File: src/rtl/core/csms_pkg.sv
// ----------------------------------------------------------------------------
// csms_pkg
// Shared constants, codes and types of the centre-out spiral scan unit.
// ----------------------------------------------------------------------------
package csms_pkg;

   localparam int MAX_SIDE   = 32;
   localparam int DATA_WIDTH = 16;
   localparam int COORD_W    = $clog2(MAX_SIDE);
   localparam int ADDR_W     = 2 * COORD_W;
   localparam int MEM_DEPTH  = MAX_SIDE * MAX_SIDE;
   localparam int COUNT_W    = 2 * COORD_W;
   localparam int HEAD_W     = 2;

   localparam int CSR_ADDR_W = 3;
   localparam int CSR_DATA_W = 32;

   localparam logic OP_LOAD = 1'b0;
   localparam logic OP_EMIT = 1'b1;

   localparam logic [HEAD_W-1:0] HEAD_LEFT  = 2'd0;
   localparam logic [HEAD_W-1:0] HEAD_UP    = 2'd1;
   localparam logic [HEAD_W-1:0] HEAD_RIGHT = 2'd2;
   localparam logic [HEAD_W-1:0] HEAD_DOWN  = 2'd3;

   localparam logic REG_SIDE_LENGTH     = 1'b0;
   localparam logic REG_START_DIRECTION = 1'b1;

   typedef struct packed {
      logic mem_write;
      logic emit;
      logic out_load;
   } cmd_type;

endpackage

File: src/rtl/core/csms_ctrl.sv
// ----------------------------------------------------------------------------
// csms_ctrl
// Transaction controller: accepts requests, sequences the memory read and
// owns the response valid flag.
// ----------------------------------------------------------------------------
module csms_ctrl (
   input  logic              clock,
   input  logic              reset,
   input  logic              req_valid,
   input  logic              req_operation,
   output logic              req_ready,
   output logic              rsp_valid,
   input  logic              rsp_ready,
   output csms_pkg::cmd_type cmd
);
   import csms_pkg::*;

   typedef enum logic [1:0] {
      S_IDLE = 2'b01,
      S_READ = 2'b10
   } state_type;

   state_type state_ff, state_in;
   logic      rsp_valid_ff, rsp_valid_in;
   logic      accept;
   logic      out_free;

   assign req_ready = (state_ff == S_IDLE);
   assign accept    = req_valid && req_ready;
   assign out_free  = !rsp_valid_ff || rsp_ready;
   assign rsp_valid = rsp_valid_ff;

   always_comb begin
      cmd.mem_write = accept && (req_operation == OP_LOAD);
      cmd.emit      = accept && (req_operation == OP_EMIT);
      cmd.out_load  = (state_ff == S_READ) && out_free;
   end

   always_comb begin
      state_in = state_ff;
      case (state_ff)
         S_IDLE: begin
            if (cmd.emit) state_in = S_READ;
         end
         S_READ: begin
            if (out_free) state_in = S_IDLE;
         end
         default: state_in = S_IDLE;
      endcase
   end

   always_comb begin
      rsp_valid_in = rsp_valid_ff;
      if (cmd.out_load) begin
         rsp_valid_in = 1'b1;
      end else if (rsp_ready) begin
         rsp_valid_in = 1'b0;
      end
   end

   always_ff @(posedge clock) begin
      if (reset) begin
         state_ff     <= S_IDLE;
         rsp_valid_ff <= 1'b0;
      end else begin
         state_ff     <= state_in;
         rsp_valid_ff <= rsp_valid_in;
      end
   end

`ifndef ASSERT_OFF
   a_emit_to_read: assert property (@(posedge clock) disable iff (reset)
      cmd.emit |=> state_ff == S_READ)
      else $error("emit did not start a read");
   a_load_sets_valid: assert property (@(posedge clock) disable iff (reset)
      cmd.out_load |=> rsp_valid_ff)
      else $error("output load lost");
   a_no_accept_in_read: assert property (@(posedge clock) disable iff (reset)
      state_ff == S_READ |-> !req_ready)
      else $error("request taken during read");
`endif
endmodule

File: config.mk
export PLATFORM = sky130hd
export DESIGN_NAME = csms_ctrl
export DESIGN_NICKNAME = d
export VERILOG_FILES = /design/src/rtl/core/csms_pkg.sv /design/src/rtl/core/csms_ctrl.sv
export SDC_FILE = /design/constraint.sdc
export NUM_CORES = 1
export LEC_CHECK = 0
export BUFFER_PORTS_ARGS = -buffer_cell sky130_fd_sc_hd__buf_2
export CAP_MARGIN = 20
export CORE_AREA = 2 2 39 41
export DETAILED_ROUTE_END_ITERATION = 7
export DIE_AREA = 0 0 41 43
export PLACE_DENSITY = 0.4
export SYNTH_ARGS = -nofsm -noshare
export SYNTH_HDL_FRONTEND = slang
export SYNTH_SLANG_ARGS = --single-unit
File: constraint.sdc
create_clock -name clock -period 0.97 [get_ports clock]
set_clock_uncertainty 0.2 [all_clocks]
set_input_delay 0.1455 -clock clock [delete_from_list [all_inputs] [get_ports clock]]
set_output_delay 0.1455 -clock clock [all_outputs]
set_load 0.005 [all_outputs]
==> run_results.csv, run 1 <==
group,metric,value,unit
synth,yosys_warnings,0,
synth,ys_seq_area_share,41.0,%
cts,cts_tree,"built",
routing,wl_per_cell,8.93,um
timing,setup_viol,8,
status,violations,"negative hold slack, negative setup slack",
setup_path,setup.worst_path.class,"register to output port",
floorplanning,dieArea,1760,um^2
routing,drt_iter0_drc,1,
setup_path,critPathTopFamily,"flip-flops",
layout,area.growth.synth_to_final,86.3,%
setup_path,end_kind,"output port",
layout,fillers,154,
timing,setup_ws,-0.328,ns
timing,rsz0062_at_grt,"yes",
floorplanning,fp.dieW,41,um
global_route,grt_pass1_vias,167,
synth,synth_area,146,um^2
layout,final_util,19.7,%
routing,wirelength,402,um
place,port_buffers,9,
routing,vias,161,
timing,tightest_slew,0.105,ns
floorplanning,initial_utilization,10.6,%
setup_path,start_kind,"register",
setup_path,arrival,0.95,ns
setup_path,worstPathCellList,"and4b_1 > buf_2",
status,status,"complete, but fails checks",
synth,synth_edf_count,0,
cts,clock_path_buffers,2,
synth,synthTopCellsByArea,"dfxtp_1, and4bb_1, nand2b_1, nor2b_1, and4b_1",
cts,htreeDepth,1,
setup_path,reg2reg_to,"state_ff[1]",
hold_path,hold_class,"primary input to register",
global_route,antenna_found_initial,0,
setup_path,reg2regPathDepth,3,
timing,fin_hold_ws,-0.108,ns
hold_path,holdPathStages,2,
power_and_ir_drop,vdd_drop_max,0.535,mV
timing,slew_headroom,93.0,%
layout,final_area,273,um^2
cts,clock_latency,0.23,ns
cts,root_buffer,"clkbuf_4",
timing,timing.final.hold_violations,2,
cts,cts_buffers,3,
setup_path,r2r-start,"state_ff[1]",
place,pre_cts_ws,-0.123,ns
layout,antenna_cells,0,
hold_path,min_from,"reset",
floorplanning,fp.dieH,43,um
synth,postSynth.asyncResetShare,0,%
synth,synth_top_area_cell,"dfxtp_1",
layout,nets,35,
routing,drc,0,
synth,yosysTopAreaCellShare,41.0,%
synth,synthesis.nets,19,
synth,synth_ff_type,"dfxtp_1",
cts,clkTransAtPathRegs,0.04,ns
routing,ant_nets,0,
flow_run,drv_cap,0,
synth,synthCells,14,
floorplanning,ios,10,
synth,ys_ff_latch,3,
place,gp_congestion,0.477,
synth,synth.most_common_cell,"dfxtp_1",
routing,dr.pass1.iters,2,
power_and_ir_drop,cellPowerDensity,1420,nW/um^2
layout,layout-drive-gt1-share,65.5,%
global_route,grt_pass1_wl,565,um
hold_path,holdPathEnd,"rsp_valid",
global_route,grt_use_total,5.21,%
timing,finalCriticalPeriod,1.30,ns
cts,cts.sinks,3,
floorplanning,placementRows,14,
synth,ys_types,10,
setup_path,cp_max_fo,4,
setup_path,slowest_stage,"dfxtp_4",
timing,fin_setup_tns,-1.49,ns
setup_path,crit_required,0.62,ns
synth,synth_common_cells,"dfxtp_1, nand2b_1, nor2b_1",
timing,fmax,0.771,GHz
synth,avgSynthCellArea,10.5,um^2
setup_path,max_stage_delay,0.35,ns
floorplanning,core_area,1380,um^2
global_route,grt_remaining_overflow,0,
setup_path,r2r_slack,-0.21,ns
timing,slew_violations,0,
power_and_ir_drop,p_leak,0.000147,uW
place,dpl_cell_area,220,um^2
routing,viasPerCell,3.58,
timing,finalCritPeriodShare,134,%
global_route,grt_max_degree,5,
setup_path,worst-path-buf-inv,1,
[cell families after synthesis]
logic type / count (synthesis) / share of synthesized area, %
flops: 3 / 41.0
simple gates: 7 / 38.5
buf+inv: 1 / 5.13
compound gates: 3 / 15.4
[what timing repair did]
item | 4_1_cts | 5_1_grt
buffers inserted | 1 | 1
resized for setup | 4 | 2
pin swaps | 0 | 1
endpoints found under the setup margin | 8 | 8
endpoints found under the hold margin | 2 | 2
[power by group]
part	switching [uW]	total [uW]	internal, uW
Clock	61.3	215	154
Combinational	13.8	40.8	27.0
Sequential	3.96	131	127
[sequential cells by signal, indices dropped and copies added, names as in the netlist]
name       flops
rsp_valid      1
state_ff       2
[cell usage in the layout, fill, tap and decap left out, drive strengths merged]
master   n
and3b    1
and4bb   1
clkbuf   4
a21oi    1
buf     12
nand2b   2
nor2b    2
o21bai   1
o21ba    1
dfxtp    3
and4b    1
[metal layers]
metal / wire length, um / up-vias / GRT usage, %
met5: 0 / - / 0
met4: 0 / 0 / 6.00
met3: 81 / 0 / 3.14
met2: 150 / 10 / 7.19
met1: 171 / 73 / 4.47
li1: - / 78 / -
[per-stage QoR]
stage | power [uW] | cells
2_1_floorplan | 148 | 14
3_3_place_gp | 166 | 40
3_5_place_dp | 168 | 40
4_1_cts | 400 | 45
5_1_grt | 415 | 45
6_report | 387 | 45
[cell type report]
class | count | area (um^2) | area share (%)
Multi-Input combinational cell | 10 | 86.3 | 31.7
Sequential cell | 3 | 66.3 | 24.3
Tap cell | 16 | 20.0 | 7.34
Clock buffer | 4 | 26.3 | 9.63
Timing Repair Buffer | 12 | 73.8 | 27.1
[worst max-delay path by stage]
stage	from	end	cells past startpoint
3_5_place_dp	state_ff[0]	cmd[2]	3
6_report	state_ff[1]	cmd[1]	2
3_3_place_gp	state_ff[0]	cmd[2]	3
2_1_floorplan	state_ff[0]	cmd[2]	2
5_1_grt	state_ff[1]	cmd[1]	2
4_1_cts	state_ff[1]	cmd[1]	2
Note: power is estimated with default switching activity, not from simulation.
==> run 2: changes to the inputs <==
--- a/config.mk
+++ b/config.mk
@@ -7,10 +7,11 @@
 export LEC_CHECK = 0
 export BUFFER_PORTS_ARGS = -buffer_cell sky130_fd_sc_hd__buf_2
 export CAP_MARGIN = 20
-export CORE_AREA = 2 2 39 41
+export CORE_AREA = 3 3 40 42
 export DETAILED_ROUTE_END_ITERATION = 7
-export DIE_AREA = 0 0 41 43
-export PLACE_DENSITY = 0.4
+export DIE_AREA = 0 0 43 45
+export PLACE_DENSITY = 0.39
+export SLEW_MARGIN = 20
 export SYNTH_ARGS = -nofsm -noshare
 export SYNTH_HDL_FRONTEND = slang
 export SYNTH_SLANG_ARGS = --single-unit
==> constraint.sdc (replaced) <==
create_clock -name clock -period 1.6 [get_ports clock]
set_clock_uncertainty 0.2 [all_clocks]
set_input_delay 0.24 -clock clock [delete_from_list [all_inputs] [get_ports clock]]
set_output_delay 0.24 -clock clock [all_outputs]
set_load 0.005 [all_outputs]
==> run 2 against run 1 <==
- the run now ends clean
- final cell count shrank 6.7%
- global-route usage shrank 0.38 points
- hold slack gained 0.21 ns
- sequential cell count is the same
- setup slack gained 0.46 ns
- die area grew 9.8%
- sequential power shrank 39%
==> run_results.csv, run 2 (synthesized netlist as in run 1, its figures left out) <==
group,metric,value,unit
status,status,"completed",
setup_path,crit_required,1.16,ns
cts,clock_latency,0.23,ns
timing,slew_violations,0,
routing,wl_per_cell,8.48,um
power_and_ir_drop,power.internal,185,uW
setup_path,cp_max_fo,4,
floorplanning,core_area,1280,um^2
layout,nets,33,
place,port_buffers,9,
timing,fmax,0.679,GHz
timing,slew_headroom,90.5,%
layout,mostFrequentLayoutCells,"buf_2, clkbuf_4, dfxtp_1",
global_route,grt_max_degree,5,
setup_path,start_kind,"register",
cts,clock_path_buffers,2,
layout,mostFrequentLayoutCell,"buf_2",
timing,timing.final.hold_violations,0,
global_route,grt_remaining_overflow,0,
floorplanning,fp.dieW,43,um
layout,layout-drive-gt1-share,44.4,%
timing,tightest_slew,0.142,ns
cts,root_buffer,"clkbuf_4",
routing,ant_nets,0,
cts,cts_buffers,3,
routing,wirelength,356,um
global_route,grt_pass1_wl,655,um
cts,cts.sinks,3,
power_and_ir_drop,power_frac_seq,34.3,%
routing,drt_iter0_drc,4,
cts,clkTransAtPathRegs,0.04,ns
power_and_ir_drop,vdd_drop_max,0.433,mV
setup_path,setup.worst_path.class,"register to output port",
power_and_ir_drop,p_leak,0.000126,uW
floorplanning,ios,10,
cts,cts_tree,"built",
setup_path,end_kind,"output port",
hold_path,hold_class,"primary input to register",
layout,antenna_cells,0,
timing,setup_viol,0,
routing,drc,0,
flow_run,drv_cap,0,
power_and_ir_drop,comb_power_share,9.6,%
power_and_ir_drop,swShare,20.1,%
power_and_ir_drop,cellPowerDensity,969,nW/um^2
layout,regMostFlops,"state_ff",
floorplanning,dieArea,1940,um^2
floorplanning,fp.dieH,45,um
layout,area.growth.synth_to_final,63.2,%
routing,dr.pass1.iters,2,
routing,vias,147,
timing,fin_setup_tns,0,ns
timing,finalCriticalPeriod,1.47,ns
global_route,antenna_found_initial,0,
global_route,grt_use_total,4.83,%
cts,htreeDepth,1,
floorplanning,placementRows,13,
timing,finalCritPeriodShare,92.0,%
power_and_ir_drop,p_sw,46.6,uW
layout,largest_reg_flops,2,
place,dpl_cell_area,203,um^2
global_route,grt_pass1_vias,153,
routing,viasPerCell,3.50,
setup_path,arrival,1.03,ns
cts,cts_setup_buffers,0,
floorplanning,initial_utilization,11.4,%
layout,final_area,239,um^2
place,gp_congestion,0.708,
timing,rsz0062_at_grt,"no",
power_and_ir_drop,clkPwrFrac,56.1,%
[run 2: cell type report]
cell class	instances	area, um^2
well taps	15	18.8
flip-flops and latches	3	60.1
repair buffers	10	55.1
fillers	140	1050
multi-input cells	10	78.8
clock buffers	4	26.3
[run 2: routing by layer]
metal	wire length [um]	vias up	GRT usage, %
met3	62	0	4.38
li1	-	75	-
met1	171	62	5.30
met5	0	-	0
met4	0	0	1.81
met2	122	10	6.59
[run 2: metrics by stage]
| step | hold slack [ns] | std cells | worst slack, ns | total power [uW] | utilization [%] |
|---|---|---|---|---|---|
| after floorplan | 0.109 | 14 | 0.489 | 89.4 | - |
| after global placement | 0.217 | 37 | 0.417 | 100 | 15.8 |
| after detailed placement | 0.221 | 37 | 0.377 | 101 | 15.8 |
| after CTS | 0.103 | 42 | 0.129 | 237 | 18.6 |
| after global routing | 0.153 | 42 | 0.0663 | 247 | 18.6 |
| final | 0.106 | 42 | 0.128 | 232 | 18.6 |
[run 2: repair_timing]
item / in CTS / in global routing
endpoints found under the hold margin: 1 / 0
resized for setup: 0 / 0
endpoints found under the setup margin: 0 / 0
hold buffers: 1 / 0
[run 2: power by group through the flow]
stage                     registers, uW  logic (uW)  clock network (uW)
after floorplan                    79.9        9.42                   0
after global placement             80.3        19.9                   0
after detailed placement           80.5        20.7                   0
after CTS                          79.4        22.6                 135
after global routing               79.6        24.7                 143
final                              79.5        22.2                 130
[run 2: worst paths after layout]
kind / from / to / slack (ns) / cells past startpoint
min reg2reg: rsp_valid / rsp_valid / 0.30 / 2
max: state_ff[0] / cmd[2] / 0.13 / 3
min: rsp_ready / rsp_valid / 0.11 / 3
max reg2reg: state_ff[1] / state_ff[1] / 0.50 / 2
[run 2: critical path, stage by stage, from the launching register on]
cell	delay, ns
dfxtp_1	0.35
nor2b_1	0.18
and3b_1	0.17
buf_2	0.10
==> run 3: changes to the inputs <==
--- a/config.mk
+++ b/config.mk
@@ -8,6 +8,7 @@
 export BUFFER_PORTS_ARGS = -buffer_cell sky130_fd_sc_hd__buf_2
 export CAP_MARGIN = 20
 export CORE_AREA = 3 3 40 42
+export CTS_BUF_LIST = sky130_fd_sc_hd__clkbuf_8 sky130_fd_sc_hd__clkbuf_16
 export DETAILED_ROUTE_END_ITERATION = 7
 export DIE_AREA = 0 0 43 45
 export PLACE_DENSITY = 0.39
==> run 3 against run 2 <==
- critical path depth is the same
- register-to-register slack is essentially flat
- clock-buffer cell count shrank 1
- final cell count shrank 2.4%
- first-iteration DRC count shrank 75%
- clock power grew 60%
- die area is the same
- hold slack lost 0.10 ns
- cell area grew 3.7%
- global-route usage grew 0.42 points
- non-clock buffer count shrank 1
- critical endpoint unchanged
==> run_results.csv, run 3 (synthesized netlist as in run 1, its figures left out) <==
group,metric,value,unit
timing,setup_viol,0,
routing,met3_length,67,um
power_and_ir_drop,vdd_drop_max,0.420,mV
cts,root_buffer,"clkbuf_8",
place,port_buffers,9,
timing,fmax,0.688,GHz
cts,cts_tree,"built",
cts,cts_buffers,3,
floorplanning,ios,10,
setup_path,end_kind,"output port",
cts,clock_path_buffers,2,
layout,largest_reg_flops,2,
hold_path,hold_class,"primary input to register",
setup_path,reg2reg_to,"state_ff[1]",
global_route,antenna_found_initial,0,
floorplanning,fp.dieW,43,um
floorplanning,initial_utilization,11.4,%
routing,wirelength,376,um
layout,layout-drive-gt1-share,46.2,%
place,dp_cells,37,
timing,finalCriticalPeriod,1.45,ns
floorplanning,core_area,1280,um^2
setup_path,cp_max_fo,4,
layout,mostFrequentLayoutCell,"buf_2",
global_route,grt_remaining_overflow,0,
global_route,grt_pass1_wl,703,um
power_and_ir_drop,cellPowerDensity,1240,nW/um^2
cts,cts.sinks,3,
routing,drt_iter0_drc,1,
timing,slew_violations,0,
routing,met1_length,180,um
global_route,grt_pass1_vias,167,
floorplanning,dieArea,1940,um^2
cts,htreeDepth,1,
setup_path,start_kind,"register",
routing,dr_wl_met2,128,um
timing,tightest_slew,0.142,ns
layout,regMostFlops,"state_ff",
floorplanning,placementRows,13,
routing,ant_nets,0,
routing,dr.pass1.iters,4,
layout,fillers,142,
hold_path,holdPathEnd,"rsp_valid",
layout,final_cells,41,
layout,nets,32,
power_and_ir_drop,p_leak,0.000134,uW
setup_path,max_stage_delay,0.35,ns
hold_path,holdPathStages,2,
routing,drc,0,
timing,rsz0062_at_grt,"no",
setup_path,arrival,1.01,ns
global_route,grt_max_degree,5,
setup_path,critPathTopFamily,"flip-flops",
layout,antenna_cells,0,
cts,cts_setup_buffers,0,
timing,slew_headroom,90.5,%
setup_path,r2r-start,"state_ff[1]",
setup_path,crit_required,1.16,ns
layout,mostFrequentLayoutCells,"buf_2, clkbuf_8, dfxtp_1",
flow_run,drv_cap,0,
hold_path,min_from,"reset",
status,status,"completed",
setup_path,worstPathCellList,"nor2b_1 > and3b_1 > buf_2",
timing,fin_setup_tns,0,ns
timing,fin_hold_ws,0.00599,ns
global_route,grt_use_total,5.25,%
place,gp_congestion,0.708,
setup_path,worst-path-buf-inv,1,
routing,wl_per_cell,9.17,um
setup_path,setup.worst_path.class,"register to output port",
routing,viasPerCell,3.44,
setup_path,reg2regPathDepth,2,
layout,area.growth.synth_to_final,69.2,%
setup_path,r2r_slack,0.50,ns
cts,cts-resized-gates,0,
setup_path,slowest_stage,"dfxtp_1",
cts,clock_latency,0.21,ns
routing,vias,141,
cts,hold_buffers,0,
floorplanning,fp.dieH,45,um
timing,finalCritPeriodShare,90.8,%
cts,clkTransAtPathRegs,0.03,ns
timing,timing.final.hold_violations,0,
routing,dr.max_layer_used,"met3",
run 3: changes by cell type in the layout (fill, tap and decap cells not counted):
cell           previous run  this run
clkbuf_4                  3         0
inv_1                     0         1
dlygate4sd3_1             1         0
clkbuf_8                  0         3
clkbuf_1                  1         0
run 3: power breakdown:
| part | switching, uW | internal (uW) | total, uW | leakage [uW] |
|---|---|---|---|---|
| Combinational | 7.86 | 12.6 | 20.5 | 0.0000828 |
| Clock | 45.3 | 163 | 208 | 0.0000269 |
| Sequential | 1.92 | 77.7 | 79.6 | 0.0000245 |
run 3: metal layers:
metal,GRT usage (%),up-vias
met5,0,-
met4,3.61,0
met3,4.38,0
met2,6.59,10
met1,5.78,59
li1,-,72
run 3: worst register-to-register path, delay by kind of cell (launching register included):
family | cells | cell delay [ns]
flops | 1 | 0.35
compound gates | 1 | 0.19
simple gates | 1 | 0.24
run 3: cell type report:
type | count | area, um^2 | share of cell area [%]
multi-input cells | 10 | 78.8 | 31.8
flip-flops and latches | 3 | 60.1 | 24.2
repair buffers | 9 | 45.0 | 18.2
clock buffers | 3 | 41.3 | 16.7
well taps | 15 | 18.8 | 7.58
clock inverters | 1 | 3.75 | 1.52
run 3: how the worst max path moves through the flow:
stage               endpoint  slack, ns  cells past startpoint         from
floorplan             cmd[2]       0.49                      2  state_ff[0]
global placement      cmd[2]       0.42                      3  state_ff[0]
detailed placement    cmd[2]       0.38                      3  state_ff[0]
finish                cmd[2]       0.15                      3  state_ff[0]
CTS                   cmd[2]       0.15                      3  state_ff[0]
global route          cmd[2]       0.09                      3  state_ff[0]
run 3: per-stage QoR:
stage / cell area, um^2 / total power (uW) / util (%) / setup slack, ns
6_report: 248 / 308 / 19.3 / 0.147
5_1_grt: 248 / 327 / 19.3 / 0.0895
4_1_cts: 248 / 315 / 19.3 / 0.149
3_5_place_dp: 203 / 101 / 15.8 / 0.377
3_3_place_gp: 203 / 100 / 15.8 / 0.417
2_1_floorplan: 146 / 89.4 / - / 0.489
